--- src/hw/rtl/bidirectional_occupancy_counter_core_defines.svh ---
// assertion macros shared by the occupancy counter rtl
// no dependencies; included by modules that carry concurrent checks
`ifndef BIDIRECTIONAL_OCCUPANCY_COUNTER_CORE_DEFINES_SVH
`define BIDIRECTIONAL_OCCUPANCY_COUNTER_CORE_DEFINES_SVH

// same-cycle implication, disabled while reset is low
`define BOC_ASSERT_IMPLIES(label, clk, rstn, ante, cons, msg) \
    label: assert property (@(posedge clk) disable iff (!(rstn)) (ante) |-> (cons)) \
        else $error(msg);

// next-cycle implication, disabled while reset is low
`define BOC_ASSERT_NEXT(label, clk, rstn, ante, cons, msg) \
    label: assert property (@(posedge clk) disable iff (!(rstn)) (ante) |=> (cons)) \
        else $error(msg);

`endif

--- src/hw/rtl/boc_pkg.sv ---
// shared types and constants for the occupancy counter
// no dependencies; used by every module of the block
package boc_pkg;

    // field widths
    localparam int DIST_W   = 12;
    localparam int OCC_W    = 16;
    localparam int EVENT_W  = 2;
    localparam int CFG_W    = 8;
    localparam int STAMP_W  = 16;
    localparam int ADDR_W   = 2;

    // parameter defaults
    localparam int COUNT_WIDTH_DEF = 16;
    localparam int TIME_WIDTH_DEF  = 16;

    // echo width to centimetres: (ticks * SOUND_SCALE) >> SCALE_SHIFT
    localparam int SOUND_SCALE = 34300;
    localparam int SCALE_SHIFT = 20;
    localparam int DIST_MAX    = 4095;

    // register reset values
    localparam logic [CFG_W-1:0] NEAR_LIMIT_RST = 8'd8;
    localparam logic [CFG_W-1:0] EXPIRY_RST     = 8'd50;
    localparam logic [CFG_W-1:0] WRAP_RST       = 8'd100;

    // register indexes
    localparam logic [ADDR_W-1:0] REG_NEAR_LIMIT = 2'd0;
    localparam logic [ADDR_W-1:0] REG_EXPIRY     = 2'd1;
    localparam logic [ADDR_W-1:0] REG_WRAP       = 2'd2;

    // crossing event codes
    localparam logic [EVENT_W-1:0] EVT_NONE  = 2'd0;
    localparam logic [EVENT_W-1:0] EVT_ENTER = 2'd1;
    localparam logic [EVENT_W-1:0] EVT_LEAVE = 2'd2;

    // sensor codes
    localparam logic SENSOR_A = 1'b0;
    localparam logic SENSOR_B = 1'b1;

    typedef struct packed {
        logic               sensor_select;
        logic [STAMP_W-1:0] edge_time;
    } item_t;

    typedef struct packed {
        logic [CFG_W-1:0] near_limit_cm;
        logic [CFG_W-1:0] pending_expiry;
        logic [CFG_W-1:0] counter_wrap;
    } cfg_t;

    typedef struct packed {
        logic               measurement_done;
        logic [DIST_W-1:0]  distance_cm;
        logic [EVENT_W-1:0] crossing_event;
        logic [OCC_W-1:0]   occupancy;
    } result_t;

endpackage

--- src/hw/rtl/bidirectional_occupancy_counter_core.sv ---
// occupancy counter top: 1 item per cycle; each item passes the input register, then the tracker
// logic into the result register; stalls only on m_tready
// aresetn is synchronous active low: clears pipeline valids, all tracker state and
// loads the register defaults (near 8, expiry 50, wrap 100)
// depends on boc_pkg, boc_tracker
module bidirectional_occupancy_counter_core #(
    parameter int COUNT_WIDTH = boc_pkg::COUNT_WIDTH_DEF,
    parameter int TIME_WIDTH  = boc_pkg::TIME_WIDTH_DEF
) (
    input  logic                         aclk,
    input  logic                         aresetn,
    // configuration writes
    input  logic                         cfg_wr_en,
    input  logic [boc_pkg::ADDR_W-1:0]   cfg_addr,
    input  logic [boc_pkg::CFG_W-1:0]    cfg_wr_data,
    // input channel
    input  logic                         s_tvalid,
    output logic                         s_tready,
    input  logic [15:0]                  s_tdata,   // [15:0] edge_time
    input  logic                         s_tuser,   // [0] sensor_select
    // result channel
    output logic                         m_tvalid,
    input  logic                         m_tready,
    output logic [31:0]                  m_tdata,   // [11:0] distance_cm, [13:12] crossing_event,
                                                    // [29:14] occupancy, [31:30] zero
    output logic                         m_tuser    // [0] measurement_done
);

    boc_pkg::cfg_t    cfg_reg;
    boc_pkg::item_t   in_item_reg;
    logic             in_valid_reg;
    boc_pkg::result_t res;
    boc_pkg::result_t out_reg;
    logic             out_valid_reg;
    logic             advance;

    // configuration registers
    always_ff @(posedge aclk) begin
        if (!aresetn) begin
            cfg_reg.near_limit_cm  <= boc_pkg::NEAR_LIMIT_RST;
            cfg_reg.pending_expiry <= boc_pkg::EXPIRY_RST;
            cfg_reg.counter_wrap   <= boc_pkg::WRAP_RST;
        end else if (cfg_wr_en) begin
            case (cfg_addr)
                boc_pkg::REG_NEAR_LIMIT: cfg_reg.near_limit_cm  <= cfg_wr_data;
                boc_pkg::REG_EXPIRY:     cfg_reg.pending_expiry <= cfg_wr_data;
                boc_pkg::REG_WRAP:       cfg_reg.counter_wrap   <= cfg_wr_data;
                default: ;
            endcase
        end
    end

    // pipeline flow
    assign advance  = in_valid_reg && (!out_valid_reg || m_tready);
    assign s_tready = !in_valid_reg || advance;

    // input register
    always_ff @(posedge aclk) begin
        if (!aresetn) begin
            in_valid_reg <= 1'b0;
        end else if (s_tready) begin
            in_valid_reg <= s_tvalid;
        end
    end

    always_ff @(posedge aclk) begin
        if (s_tready && s_tvalid) begin
            in_item_reg.sensor_select <= s_tuser;
            in_item_reg.edge_time     <= s_tdata;
        end
    end

    boc_tracker #(
        .COUNT_WIDTH (COUNT_WIDTH),
        .TIME_WIDTH  (TIME_WIDTH)
    ) u_tracker (
        .aclk    (aclk),
        .aresetn (aresetn),
        .advance (advance),
        .item    (in_item_reg),
        .cfg     (cfg_reg),
        .result  (res)
    );

    // result register
    always_ff @(posedge aclk) begin
        if (!aresetn) begin
            out_valid_reg <= 1'b0;
        end else if (advance) begin
            out_valid_reg <= 1'b1;
        end else if (m_tready) begin
            out_valid_reg <= 1'b0;
        end
    end

    always_ff @(posedge aclk) begin
        if (advance) begin
            out_reg <= res;
        end
    end

    assign m_tvalid = out_valid_reg;
    assign m_tuser  = out_reg.measurement_done;
    assign m_tdata  = {2'b00, out_reg.occupancy, out_reg.crossing_event, out_reg.distance_cm};

endmodule

--- src/hw/rtl/boc_pulse_meter.sv ---
// echo pulse width to distance in centimetres, saturated to 12 bits
// depends on boc_pkg
module boc_pulse_meter #(
    parameter int TIME_WIDTH = boc_pkg::TIME_WIDTH_DEF
) (
    input  logic [TIME_WIDTH-1:0]     rise_stamp,
    input  logic [TIME_WIDTH-1:0]     fall_stamp,
    output logic [boc_pkg::DIST_W-1:0] distance_cm
);

    localparam int PROD_W = TIME_WIDTH + 16;
    localparam int QUOT_W = PROD_W - boc_pkg::SCALE_SHIFT;
    localparam int EXT_W  = QUOT_W + boc_pkg::DIST_W;

    logic [TIME_WIDTH-1:0] ticks;
    logic [PROD_W-1:0]     product;
    logic [QUOT_W-1:0]     quot;
    logic [EXT_W-1:0]      quot_ext;

    // modular width, constant multiply, fixed shift
    assign ticks    = fall_stamp - rise_stamp;
    assign product  = {16'b0, ticks} * PROD_W'(boc_pkg::SOUND_SCALE);
    assign quot     = product[PROD_W-1:boc_pkg::SCALE_SHIFT];
    assign quot_ext = {{boc_pkg::DIST_W{1'b0}}, quot};

    // clamp to the field range
    assign distance_cm = (quot_ext > EXT_W'(boc_pkg::DIST_MAX)) ?
                         boc_pkg::DIST_W'(boc_pkg::DIST_MAX) : quot_ext[boc_pkg::DIST_W-1:0];

endmodule

--- src/hw/rtl/boc_tracker.sv ---
// per-sensor edge pairing, direction arming, expiry counters and occupancy
// depends on boc_pkg, boc_pulse_meter and the assertion macro header
`include "bidirectional_occupancy_counter_core_defines.svh"

module boc_tracker #(
    parameter int COUNT_WIDTH = boc_pkg::COUNT_WIDTH_DEF,
    parameter int TIME_WIDTH  = boc_pkg::TIME_WIDTH_DEF
) (
    input  logic             aclk,
    input  logic             aresetn,
    input  logic             advance,
    input  boc_pkg::item_t   item,
    input  boc_pkg::cfg_t    cfg,
    output boc_pkg::result_t result
);

    localparam logic [COUNT_WIDTH-1:0] COUNT_MAX = {COUNT_WIDTH{1'b1}};

    logic [1:0]                 phase_reg;
    logic [TIME_WIDTH-1:0]      rise_reg [2];
    logic [boc_pkg::CFG_W-1:0]  meas_reg [2];
    logic                       entry_reg, entry_next;
    logic                       exit_reg, exit_next;
    logic [COUNT_WIDTH-1:0]     people_reg, people_next;
    logic [boc_pkg::CFG_W-1:0]  meas_next;

    logic                        sel;
    logic [TIME_WIDTH+15:0]      time_ext;
    logic [TIME_WIDTH-1:0]       stamp;
    logic [boc_pkg::DIST_W-1:0]  dist_cm;
    logic                        closing;
    logic                        near;
    logic                        complete;
    logic                        armed;
    logic [boc_pkg::CFG_W-1:0]   meas_base;
    logic [boc_pkg::CFG_W-1:0]   meas_inc;
    logic [boc_pkg::EVENT_W-1:0] event_code;
    logic [COUNT_WIDTH+15:0]     people_ext;

    // timer value reduced to the timer width
    assign sel      = item.sensor_select;
    assign time_ext = {{TIME_WIDTH{1'b0}}, item.edge_time};
    assign stamp    = time_ext[TIME_WIDTH-1:0];

    boc_pulse_meter #(
        .TIME_WIDTH (TIME_WIDTH)
    ) u_meter (
        .rise_stamp  (rise_reg[sel]),
        .fall_stamp  (stamp),
        .distance_cm (dist_cm)
    );

    assign closing  = phase_reg[sel];
    assign near     = (dist_cm != '0) &&
                      (dist_cm < {{(boc_pkg::DIST_W-boc_pkg::CFG_W){1'b0}}, cfg.near_limit_cm});
    assign complete = (sel == boc_pkg::SENSOR_A) ? entry_reg : exit_reg;

    // crossing decision and measurement counter
    always_comb begin
        entry_next  = entry_reg;
        exit_next   = exit_reg;
        people_next = people_reg;
        event_code  = boc_pkg::EVT_NONE;
        meas_base   = meas_reg[sel];
        if (closing && near) begin
            if (complete) begin
                entry_next = 1'b0;
                exit_next  = 1'b0;
                if (sel == boc_pkg::SENSOR_A) begin
                    event_code = boc_pkg::EVT_ENTER;
                    if (people_reg != COUNT_MAX) begin
                        people_next = people_reg + 1'b1;
                    end
                end else if (people_reg != '0) begin
                    event_code  = boc_pkg::EVT_LEAVE;
                    people_next = people_reg - 1'b1;
                end
            end else begin
                if (sel == boc_pkg::SENSOR_A) begin
                    exit_next = 1'b1;
                end else begin
                    entry_next = 1'b1;
                end
                meas_base = '0;
            end
        end
        meas_inc = meas_base + 1'b1;
        armed    = (sel == boc_pkg::SENSOR_A) ? exit_next : entry_next;
        if ((meas_inc == cfg.pending_expiry) && armed) begin
            meas_next = '0;
            if (sel == boc_pkg::SENSOR_A) begin
                exit_next = 1'b0;
            end else begin
                entry_next = 1'b0;
            end
        end else if (meas_inc == cfg.counter_wrap) begin
            meas_next = '0;
        end else begin
            meas_next = meas_inc;
        end
    end

    // result of this item
    assign people_ext = {16'b0, (closing ? people_next : people_reg)};
    always_comb begin
        result.measurement_done = closing;
        result.distance_cm      = closing ? dist_cm : '0;
        result.crossing_event   = closing ? event_code : boc_pkg::EVT_NONE;
        result.occupancy        = people_ext[boc_pkg::OCC_W-1:0];
    end

    // state update on each processed transfer
    always_ff @(posedge aclk) begin
        if (!aresetn) begin
            phase_reg   <= '0;
            rise_reg[0] <= '0;
            rise_reg[1] <= '0;
            meas_reg[0] <= '0;
            meas_reg[1] <= '0;
            entry_reg   <= 1'b0;
            exit_reg    <= 1'b0;
            people_reg  <= '0;
        end else if (advance) begin
            if (closing) begin
                phase_reg[sel] <= 1'b0;
                meas_reg[sel]  <= meas_next;
                entry_reg      <= entry_next;
                exit_reg       <= exit_next;
                people_reg     <= people_next;
            end else begin
                phase_reg[sel] <= 1'b1;
                rise_reg[sel]  <= stamp;
            end
        end
    end

    // checks
    `BOC_ASSERT_IMPLIES(a_flags_exclusive, aclk, aresetn, 1'b1, !(entry_reg && exit_reg), "both directions armed")
    `BOC_ASSERT_IMPLIES(a_event_needs_done, aclk, aresetn, advance, (result.crossing_event == boc_pkg::EVT_NONE) || result.measurement_done, "crossing without closed pulse")
    `BOC_ASSERT_NEXT(a_no_underflow, aclk, aresetn, advance && (people_reg == '0), people_reg <= COUNT_WIDTH'(1), "occupancy wrapped below zero")

endmodule
--- config.mk ---
export PLATFORM = sky130hd
export DESIGN_NAME = bidirectional_occupancy_counter_core
export DESIGN_NICKNAME = d
export VERILOG_FILES = /design/src/hw/rtl/boc_pkg.sv /design/src/hw/rtl/bidirectional_occupancy_counter_core.sv /design/src/hw/rtl/boc_pulse_meter.sv /design/src/hw/rtl/boc_tracker.sv
export VERILOG_INCLUDE_DIRS = /design/src /design/src/hw/rtl
export SDC_FILE = /design/constraint.sdc
export NUM_CORES = 1
export LEC_CHECK = 0
export ABC_CLOCK_PERIOD_IN_PS = 15170
export BUFFER_PORTS_ARGS = -buffer_cell sky130_fd_sc_hd__buf_4
export CAP_MARGIN = 40
export CELL_PAD_IN_SITES_DETAIL_PLACEMENT = 1
export CELL_PAD_IN_SITES_GLOBAL_PLACEMENT = 1
export CORE_MARGIN = 8
export CORE_UTILIZATION = 50
export CTS_BUF_LIST = sky130_fd_sc_hd__clkbuf_4 sky130_fd_sc_hd__clkbuf_8 sky130_fd_sc_hd__clkbuf_16
export DETAILED_ROUTE_END_ITERATION = 8
export GPL_TIMING_DRIVEN = 0
export MAX_ROUTING_LAYER = met4
export PLACE_DENSITY = 0.79
export SLEW_MARGIN = 10
export SYNTH_ARGS = -nofsm -noshare
export SYNTH_HDL_FRONTEND = slang
export SYNTH_SLANG_ARGS = --single-unit
export TNS_END_PERCENT = 50
--- constraint.sdc ---
create_clock -name aclk -period 15.17 [get_ports aclk]
set_input_delay 2.2755 -clock aclk [delete_from_list [all_inputs] [get_ports aclk]]
set_output_delay 2.2755 -clock aclk [all_outputs]
set_load 0.005 [all_outputs]
==> summary.txt, run 1 <==
Cells and area
  • Area Growth Syn to Fin: 13.4%
  • Layout Nets: 1,665
  • # diodes: 0
  • Final Util: a little under three fifths
  • Largest register FFs: 32
  • Most common cell after layout, fill and taps aside: inv_1
  • Layout cells sized above 1: roughly an eighth
  • Commonest non-fill, non-tap cells in the layout: inv_1 (187), ha_1 (137), nor2_1 (102)

Global route
  • M3 GR Usage: approximately 3.7%
  • Tot GR Track Use: 24.2%
  • Grt ovf: 0
  • Grt met2 use: 42.7%
  • Antenna violations before repair: 0
  • Largest net degree at the start of global routing: 34
  • First-pass GRT wire length: 57.4 mm
  • Met1 Use GR: 27.8%
  • Most Crowded Layer GR: met2
  • Vias in the first global route: 10,800

Timing
  • Worst Max-Slew Pin Slew: 0.909 ns
  • Final hold viol count: 0
  • Slew Limit Headroom: 38.7%
  • Final setup fails: 0
  • Fin worst setup slack: 0.956 ns
  • F_max: 70.4 MHz
  • Count of final max-slew check failures: 0
  • Clock Skew: 0.0176 ns
  • Unrepaired setup endpoints after global routing: false
  • Minimum clock period: 14.21 ns
  • Period utilization: ~94%

Worst setup path
  • Worst EP required: 15.33 ns
  • CP Launch Type: register
  • Crit path top cell by count: fa_1
  • CP max stage delay: 0.56 ns
  • Reg2Reg Setup Slack: 0.96 ns
  • Critical Path AT: 14.38 ns
  • Worst setup endpoint: u_tracker.meas_reg[0][1]
  • Critical path peak fanout: 11
  • Crit path kind: reg2reg
  • Reg2reg end: u_tracker.meas_reg[0][1]
  • Critical Path Sink Type: register
  • Slowest CP cell: fa_1
  • R2r worst-path depth: 55

Floorplanning
  • Die H: 175 um
  • Die area: 30,700 um^2
  • IO Pins: 67
  • Num rows: between 50 and 60
  • Chip width: approximately 180 um
  • Initial core utilization: 50.7%
  • Placeable Area: 25,000 um^2

Synth
  • Mapped Cells: about 1,300
  • Synth warnings: 0
  • Netlist cell types: a little under 90
  • Synth Area per Inst: 9.64 um^2
  • Asr flop ratio synth: 0%
  • Post-synthesis sequential area ratio: 30.1%
  • Post-Synthesis Cell Area: 12,700 um^2
  • Post-synth EDFFs: 96
  • Most used DFF post-synth: edfxtp_1
  • Flops & latches, synth: 143

Status
  • Status: finished clean

Place
  • RD Place Congestion: 0.874
  • Final HPWL DP: 28.2 mm
  • Pre-CTS WS: -0.536 ns
  • PortBufs: 64

Hold path
  • Hold/Removal Path Class: reg2reg
  • Hold path startpoint: cfg_reg[9]

Routing
  • Drt total wl: 35.8 mm
  • Detailed Route Iter0 Violations: a little over 500
  • DR vias/cell: between 5 and 6
  • Avg WL per Cell: roughly 20 um
  • DRT Pass-1 Iters: 4
  • DRC viols: 0
  • Vias: between 10,000 and 15,000
  • Final ANT Viol Nets: 0

CTS
  • CTS tree: built
  • H-Tree Depth: 4
  • Reg clk slew, reported paths: 0.07 ns
  • Cts hold-fix bufs: 0
  • Root Buffer: clkbuf_16
  • Skew-Pair Late Insertion Delay: 0.45 ns
  • CTS Buf Count: 17
  • Max Buffers Root-to-Sink: 2
  • Clock sink count: 143

Flow run
  • Max-Cap Viols: 0
-- cell type report --
class                      count  area, um^2
fill                        2869       10600
clock buffer                  18         450
inverter                     189         711
buffer                        43         213
multi-input combinational    940        8030
clock inverter                14         160
sequential                   143        3820
tap                          330         413
timing repair buffer          77         601
-- cells by family after synthesis --
logic type,Yosys count,share of synthesized area (%)
adders and majority gates,222,26.9
AOI/OAI and AO/OA,214,11.8
and+or+nand+nor,405,16.7
xor gates and xnor gates,60,4.20
DFF,143,30.1
buffers and inverters,235,7.30
muxes,37,2.99
other,1,0.0295
-- worst max-delay path, delay by kind of cell (launching register included) --
kind	cells	cell delay, ns
compound gates	18	4.04
xor+xnor	2	0.54
fa+ha+maj	11	4.41
buf+inv	10	1.74
flops	1	0.47
mux	3	0.96
simple gates	11	1.77
-- how the worst min path moves through the flow --
stage | end | slack (ns) | cells past startpoint
finish | cfg_reg[9] | 0.49 | 2
global route | cfg_reg[9] | 0.51 | 2
floorplan | cfg_reg[14] | 0.45 | 2
CTS | cfg_reg[14] | 0.49 | 2
detailed placement | cfg_reg[14] | 0.48 | 2
global placement | cfg_reg[14] | 0.46 | 2
-- Yosys cell counts (all sizes together) (7+ instances only) --
library cell / count / area share [%]
and3: 10 / 0.49
mux2i: 33 / 2.6
o31ai: 10 / 0.59
xnor2: 37 / 2.6
buf: 13 / 0.74
inv: 187 / 5.5
or3: 20 / 1.0
a211oi: 10 / 0.63
and2: 42 / 2.1
xor2: 23 / 1.6
nor2b: 8 / 0.39
edfxtp: 96 / 23
nand4: 11 / 0.54
nor4: 26 / 1.7
a31oi: 8 / 0.39
o211ai: 7 / 0.41
nor2: 102 / 3.0
dfxtp: 47 / 7.4
nand2b: 9 / 0.44
o21ai: 44 / 1.8
ha: 137 / 14
fa: 85 / 13
nand2: 89 / 2.6
a21oi: 50 / 2.2
a21boi: 7 / 0.41
a21o: 15 / 0.90
clkbuf: 33 / 0.98
nand3: 33 / 1.3
nor3: 30 / 1.4
-- stage by stage --
stage / TNS (ns) / hold WS (ns) / instances / instance area [um^2]
after detailed placement: -7.33 / 0.480 / 1721 / 13700
after global routing: 0 / 0.510 / 1754 / 14400
after floorplan: 0 / 0.449 / 1318 / 12700
after global placement: -6.24 / 0.464 / 1712 / 13600
after CTS: 0 / 0.489 / 1751 / 14300
final: 0 / 0.494 / 1754 / 14400
-- what timing repair did --
item	in CTS	in global routing
resized for setup	6	10
gates cloned	0	0
pin swaps	0	1
setup endpoints to repair	18	18
buffers inserted	0	3
-- metal layers --
metal	up-vias	wire [um]
met5	-	0
met2	208	18700
met4	0	954
li1	4739	-
met1	5014	15000
met3	64	1200
Power of run 1 is left out: the tool's default activity adds up to more than one toggle a clock period on the data nets, which glitch-free logic cannot reach.
==> inputs of run 2 (changes only) <==
- ABC_CLOCK_PERIOD_IN_PS: 15170 -> 13800
- clock period: 15.17 -> 13.8 ns (I/O delays scaled with it)
==> summary.txt, run 2 (synthesized netlist as in run 1, its figures left out) <==
CTS
  • Root Buffer: clkbuf_16
  • Reg clk slew, reported paths: 0.07 ns (about the same)
  • Max Buffers Root-to-Sink: 2 (unchanged)
  • CTS Buf Count: 17 (unchanged)
  • CTS tree: built
  • Cts hold-fix bufs: 0 (unchanged)
  • H-Tree Depth: 4 (unchanged)
  • Skew-Pair Late Insertion Delay: 0.45 ns (about the same)
  • Clock sink count: 143 (unchanged)

Worst setup path
  • Crit path top cell by count: fa_1
  • Critical Path AT: 13.42 ns (-0.96 ns)
  • Slowest CP cell: fa_1
  • R2r worst-path depth: 52 (-5.5%)
  • Critical Path Sink Type: register
  • CP Launch Type: register
  • Crit path kind: reg2reg
  • Critical path peak fanout: 11 (unchanged)
  • CP max stage delay: 0.56 ns (about the same)
  • Worst EP required: 13.95 ns (-1.38 ns)

Routing
  • Detailed Route Iter0 Violations: 433 (-16%)
  • DRC viols: 0 (unchanged)
  • Vias: 10,100 (+1.1%)
  • DRT Pass-1 Iters: 5 (+1)
  • DR vias/cell: 5.73 (+0.32%)
  • Avg WL per Cell: 20.8 um (+1.7%)
  • Drt total wl: 36.7 mm (+2.5%)
  • Final ANT Viol Nets: 0 (unchanged)

Hold path
  • Hold/Removal Path Class: reg2reg
  • Worst Hold Depth: 2 (unchanged)

Timing
  • Minimum clock period: 13.27 ns (-0.948 ns)
  • F_max: 75.4 MHz (+7.1%)
  • Final setup fails: 0 (unchanged)
  • Slew Limit Headroom: 35.9% (-2.8 points)
  • Count of final max-slew check failures: 0 (unchanged)
  • Clock Skew: 0.0173 ns (-0.000316 ns)
  • Worst Max-Slew Pin Slew: 0.951 ns (+0.0421 ns)
  • Period utilization: 96.1% (+2.4 points)
  • Final hold viol count: 0 (unchanged)

Floorplanning
  • Num rows: 58 (unchanged)
  • IO Pins: 67 (unchanged)
  • Initial core utilization: 50.7% (unchanged)
  • Chip width: 175 um (unchanged)
  • Die H: 175 um (unchanged)
  • Placeable Area: 25,000 um^2 (unchanged)
  • Die area: 30,700 um^2 (unchanged)

Cells and area
  • Layout Nets: 1,679 (+0.84%)
  • Layout cells sized above 1: 14.5% (+2.0 points)
  • Fin cells: 1,768 (+0.80%)
  • # diodes: 0 (unchanged)
  • Commonest non-fill, non-tap cells in the layout: inv_1 (187), ha_1 (136), nor2_1 (101)
  • Largest register FFs: 32 (unchanged)
  • Most common cell after layout, fill and taps aside: inv_1
  • Fillers: 2,851 (-0.63%)
  • Area Growth Syn to Fin: 15.1%

Place
  • Final HPWL DP: 28.2 mm (unchanged)
  • RD Place Congestion: 0.874 (unchanged)
  • Cell count after placement: 1,721 (unchanged)
  • PortBufs: 64 (unchanged)

Global route
  • Vias in the first global route: 10,900 (+0.73%)
  • Largest net degree at the start of global routing: 34 (unchanged)
  • First-pass GRT wire length: 57.9 mm (+0.91%)
  • Tot GR Track Use: 24.5% (+0.28 points)
  • Grt ovf: 0 (unchanged)
  • Antenna violations before repair: 0 (unchanged)

Status
  • Status: finished clean

Flow run
  • Max-Cap Viols: 0 (unchanged)
==> run 2: worst paths after layout <==
check	start	end	slack [ns]
min	cfg_reg[9]	cfg_reg[9]	0.49
max reg2reg	register	u_tracker.meas_reg[1][1]	0.53
max	register	u_tracker.meas_reg[1][1]	0.53
min reg2reg	cfg_reg[9]	cfg_reg[9]	0.49
==> run 2: critical path, delay by kind of cell (launching register included) <==
kind                     cells  cell delay (ns)
AND/OR/NAND/NOR              9             1.60
buffers and inverters       11             1.66
flip-flops                   1             0.43
multiplexers                 2             0.61
XOR/XNOR                     3             0.75
AO/OA/AOI/OAI               17             3.60
adder cells (fa/ha/maj)     10             4.31
==> run 2: layout make-up <==
type / instances / area, um^2 / share of cell area (%)
buffer: 43 / 224 / 1.53
clock buffer: 18 / 450 / 3.08
clock inverter: 14 / 160 / 1.10
inverter: 189 / 711 / 4.86
multi-input combinational: 940 / 8130 / 55.6
sequential: 143 / 3830 / 26.2
tap: 330 / 413 / 2.82
timing repair buffer: 91 / 706 / 4.83
==> run 2: timing repair <==
action                     in CTS  in global routing
setup buffers                   2                 14
setup endpoints to repair      18                 18
hold endpoints to repair        0                  0
gates resized for setup        18                 30
pin swaps                       1                  9
gates cloned                    0                  1
==> run 2: stage by stage <==
step | setup slack (ns) | TNS, ns | area (um^2) | utilization, % | hold slack (ns)
after floorplan | 0.571 | 0 | 12700 | - | 0.449
after global placement | -1.84 | -30.40 | 13600 | 54.3 | 0.464
after detailed placement | -1.91 | -31.64 | 13700 | 54.7 | 0.480
after CTS | 0.00126 | 0 | 14400 | 57.4 | 0.489
after global routing | -0.236 | -3.31 | 14600 | 58.4 | 0.510
final | 0.534 | 0 | 14600 | 58.4 | 0.494
==> run 2: per-layer routing <==
metal | track usage, % | share of wire [%] | wire, um | vias to the layer above
li1 | - | - | - | 4766
met1 | 28.0 | 42 | 15400 | 5087
met2 | 42.9 | 52 | 19000 | 203
met3 | 3.33 | 2.9 | 1050 | 81
met4 | 9.93 | 3.5 | 1290 | 0
met5 | - | 0 | 0 | -
Power of run 2 is left out for the same reason.
==> inputs of run 3 (changes only) <==
- BUFFER_PORTS_ARGS: -buffer_cell sky130_fd_sc_hd__buf_4 -> unset
- CORE_UTILIZATION: 50 -> 52
- DONT_BUFFER_PORTS: unset -> 1
==> summary.txt, run 3 (synthesized netlist as in run 1, its figures left out) <==
Routing
  • Final ANT Viol Nets: 0 (unchanged)
  • DR vias/cell: 5.95 (+3.7%)
  • Avg WL per Cell: 21.9 um (+5.2%)
  • DRC viols: 0 (unchanged)
  • Drt total wl: 37.1 mm (+0.96%)
  • Met2 WL: 19.4 mm (+2.0%)
  • DRT Pass-1 Iters: 5 (unchanged)
  • Detailed Route Iter0 Violations: 569 (+31%)
  • DR WL met3: 1.39 mm (+32%)
  • Met1 Wirelength: 14.5 mm (-5.6%)
  • Vias: 10,100 (-0.52%)
  • Highest Signal Layer: met4

Global route
  • First-pass GRT wire length: 58.9 mm (+1.7%)
  • Tot GR Track Use: 26.6% (+2.1 points)
  • Largest net degree at the start of global routing: 29 (-15%)
  • Antenna violations before repair: 0 (unchanged)
  • Grt ovf: 0 (unchanged)
  • Vias in the first global route: 11,100 (+1.6%)

Cells and area
  • # diodes: 0 (unchanged)
  • Sequential Area: 3830 um^2 (unchanged)
  • Commonest non-fill, non-tap cells in the layout: inv_1 (187), ha_1 (136), nor2_1 (100)
  • Layout cells sized above 1: 10.5% (-4.0 points)
  • Area Growth Syn to Fin: 11.7%
  • Largest register FFs: 32 (unchanged)
  • Most common cell after layout, fill and taps aside: inv_1
  • Fillers: 2,721 (-4.6%)
  • Layout Nets: 1,613 (-3.9%)
  • Multi-input logic area: 8180 um^2 (+0.71%)

Hold path
  • Hold path endpoint: cfg_reg[14]
  • Hold/Removal Path Class: reg2reg
  • Worst Hold Depth: 2 (unchanged)
  • Hold path startpoint: cfg_reg[14]

Timing
  • Period utilization: 96.1% (about the same)
  • Worst Max-Slew Pin Slew: 0.903 ns (-0.0482 ns)
  • Slew Limit Headroom: 39.6% (+3.7 points)
  • Count of final max-slew check failures: 0 (unchanged)
  • Final setup fails: 0 (unchanged)
  • Clock Skew: 0.0145 ns (-0.00275 ns)
  • Sum Neg Setup Slack: 0 ns (unchanged)
  • F_max: 75.4 MHz (about the same)
  • Minimum clock period: 13.26 ns (-0.00834 ns)
  • Final hold viol count: 0 (unchanged)

CTS
  • Root Buffer: clkbuf_16
  • CTS tree: built
  • CTS Buf Count: 17 (unchanged)
  • Reg clk slew, reported paths: 0.07 ns (about the same)
  • Skew-Pair Late Insertion Delay: 0.45 ns (about the same)
  • Cts hold-fix bufs: 0 (unchanged)
  • Clock sink count: 143 (unchanged)
  • Max Buffers Root-to-Sink: 2 (unchanged)
  • H-Tree Depth: 4 (unchanged)

Worst setup path
  • Worst EP required: 13.96 ns (about the same)
  • Reg2reg end: u_tracker.meas_reg[1][1]
  • CP max stage delay: 0.56 ns (about the same)
  • R2r worst-path depth: 56 (+7.7%)
  • Critical path peak fanout: 11 (unchanged)
  • Reg2Reg Setup Slack: 0.54 ns (about the same)
  • Critical Path Sink Type: register
  • CP Launch Type: register
  • Slowest CP cell: fa_1
  • Critical Path AT: 13.41 ns (about the same)
  • Crit path kind: reg2reg

Floorplanning
  • Num rows: 57 (-1.7%)
  • Placeable Area: 24,200 um^2 (-3.4%)
  • Chip width: 172 um (-1.8%)
  • Die H: 172 um (-1.8%)
  • Initial core utilization: 52.5% (+1.8 points)
  • Die area: 29,700 um^2 (-3.5%)
  • IO Pins: 67 (unchanged)

Place
  • PortBufs: 0 (-100%)
  • RD Place Congestion: 0.916 (+4.8%)
  • Final HPWL DP: 28.4 mm (+0.64%)

Status
  • Status: finished clean

Flow run
  • Max-Cap Viols: 0 (unchanged)
[run 3: cell types whose count changed in the layout (fill, tap and decap cells not counted), sizes merged]
cell,before,now
buf,104,38
clkbuf,48,49
clkinv,5,6
inv,196,194
[run 3: worst max-delay path by stage]
| stage | slack, ns | startpoint | cells after the start | end |
|---|---|---|---|---|
| 5_1_grt | -0.14 | register | 50 | u_tracker.meas_reg[1][1] |
| 6_report | 0.54 | register | 56 | u_tracker.meas_reg[1][1] |
| 3_3_place_gp | -2.28 | register | 55 | u_tracker.meas_reg[0][1] |
| 4_1_cts | 0.003 | register | 56 | u_tracker.meas_reg[0][1] |
| 2_1_floorplan | 0.57 | register | 53 | u_tracker.meas_reg[0][1] |
| 3_5_place_dp | -2.72 | register | 53 | u_tracker.meas_reg[0][1] |
[run 3: critical path, delay by kind of cell, from the launching register on]
| family | cells | cell delay [ns] |
|---|---|---|
| AOI/OAI and AO/OA | 17 | 3.39 |
| xor gates and xnor gates | 2 | 0.47 |
| adders and majority gates | 11 | 4.54 |
| buffers and inverters | 12 | 1.41 |
| DFF | 1 | 0.43 |
| muxes | 2 | 0.66 |
| and+or+nand+nor | 12 | 1.99 |
[run 3: timing repair]
action,in CTS,in global routing
endpoints found under the setup margin,39,18
setup buffers,6,9
pin swaps,4,5
resized for setup,31,23
[run 3: cell type report]
class	count	share of cell area (%)
sequential	143	27.0
tap	324	2.86
clock inverter	13	1.01
inverter	189	5.01
buffer	43	1.55
multi-input combinational	940	57.7
clock buffer	19	3.35
timing repair buffer	25	1.49
[run 3: through the flow]
step | hold WS [ns] | setup WS [ns] | instance area (um^2) | utilization, % | cells
after CTS | 0.478 | 0.00300 | 14000 | 58.0 | 1685
after floorplan | 0.449 | 0.571 | 12700 | - | 1318
after detailed placement | 0.466 | -2.72 | 13200 | 54.6 | 1650
after global routing | 0.500 | -0.144 | 14200 | 58.6 | 1696
final | 0.478 | 0.542 | 14200 | 58.6 | 1696
after global placement | 0.464 | -2.28 | 13100 | 54.2 | 1642
[run 3: layer usage]
metal,GRT usage [%],vias up
met4,12.8,0
met2,47.0,265
li1,-,4639
met1,29.1,5064
met5,-,-
met3,3.90,116
Power of run 3 is left out for the same reason.
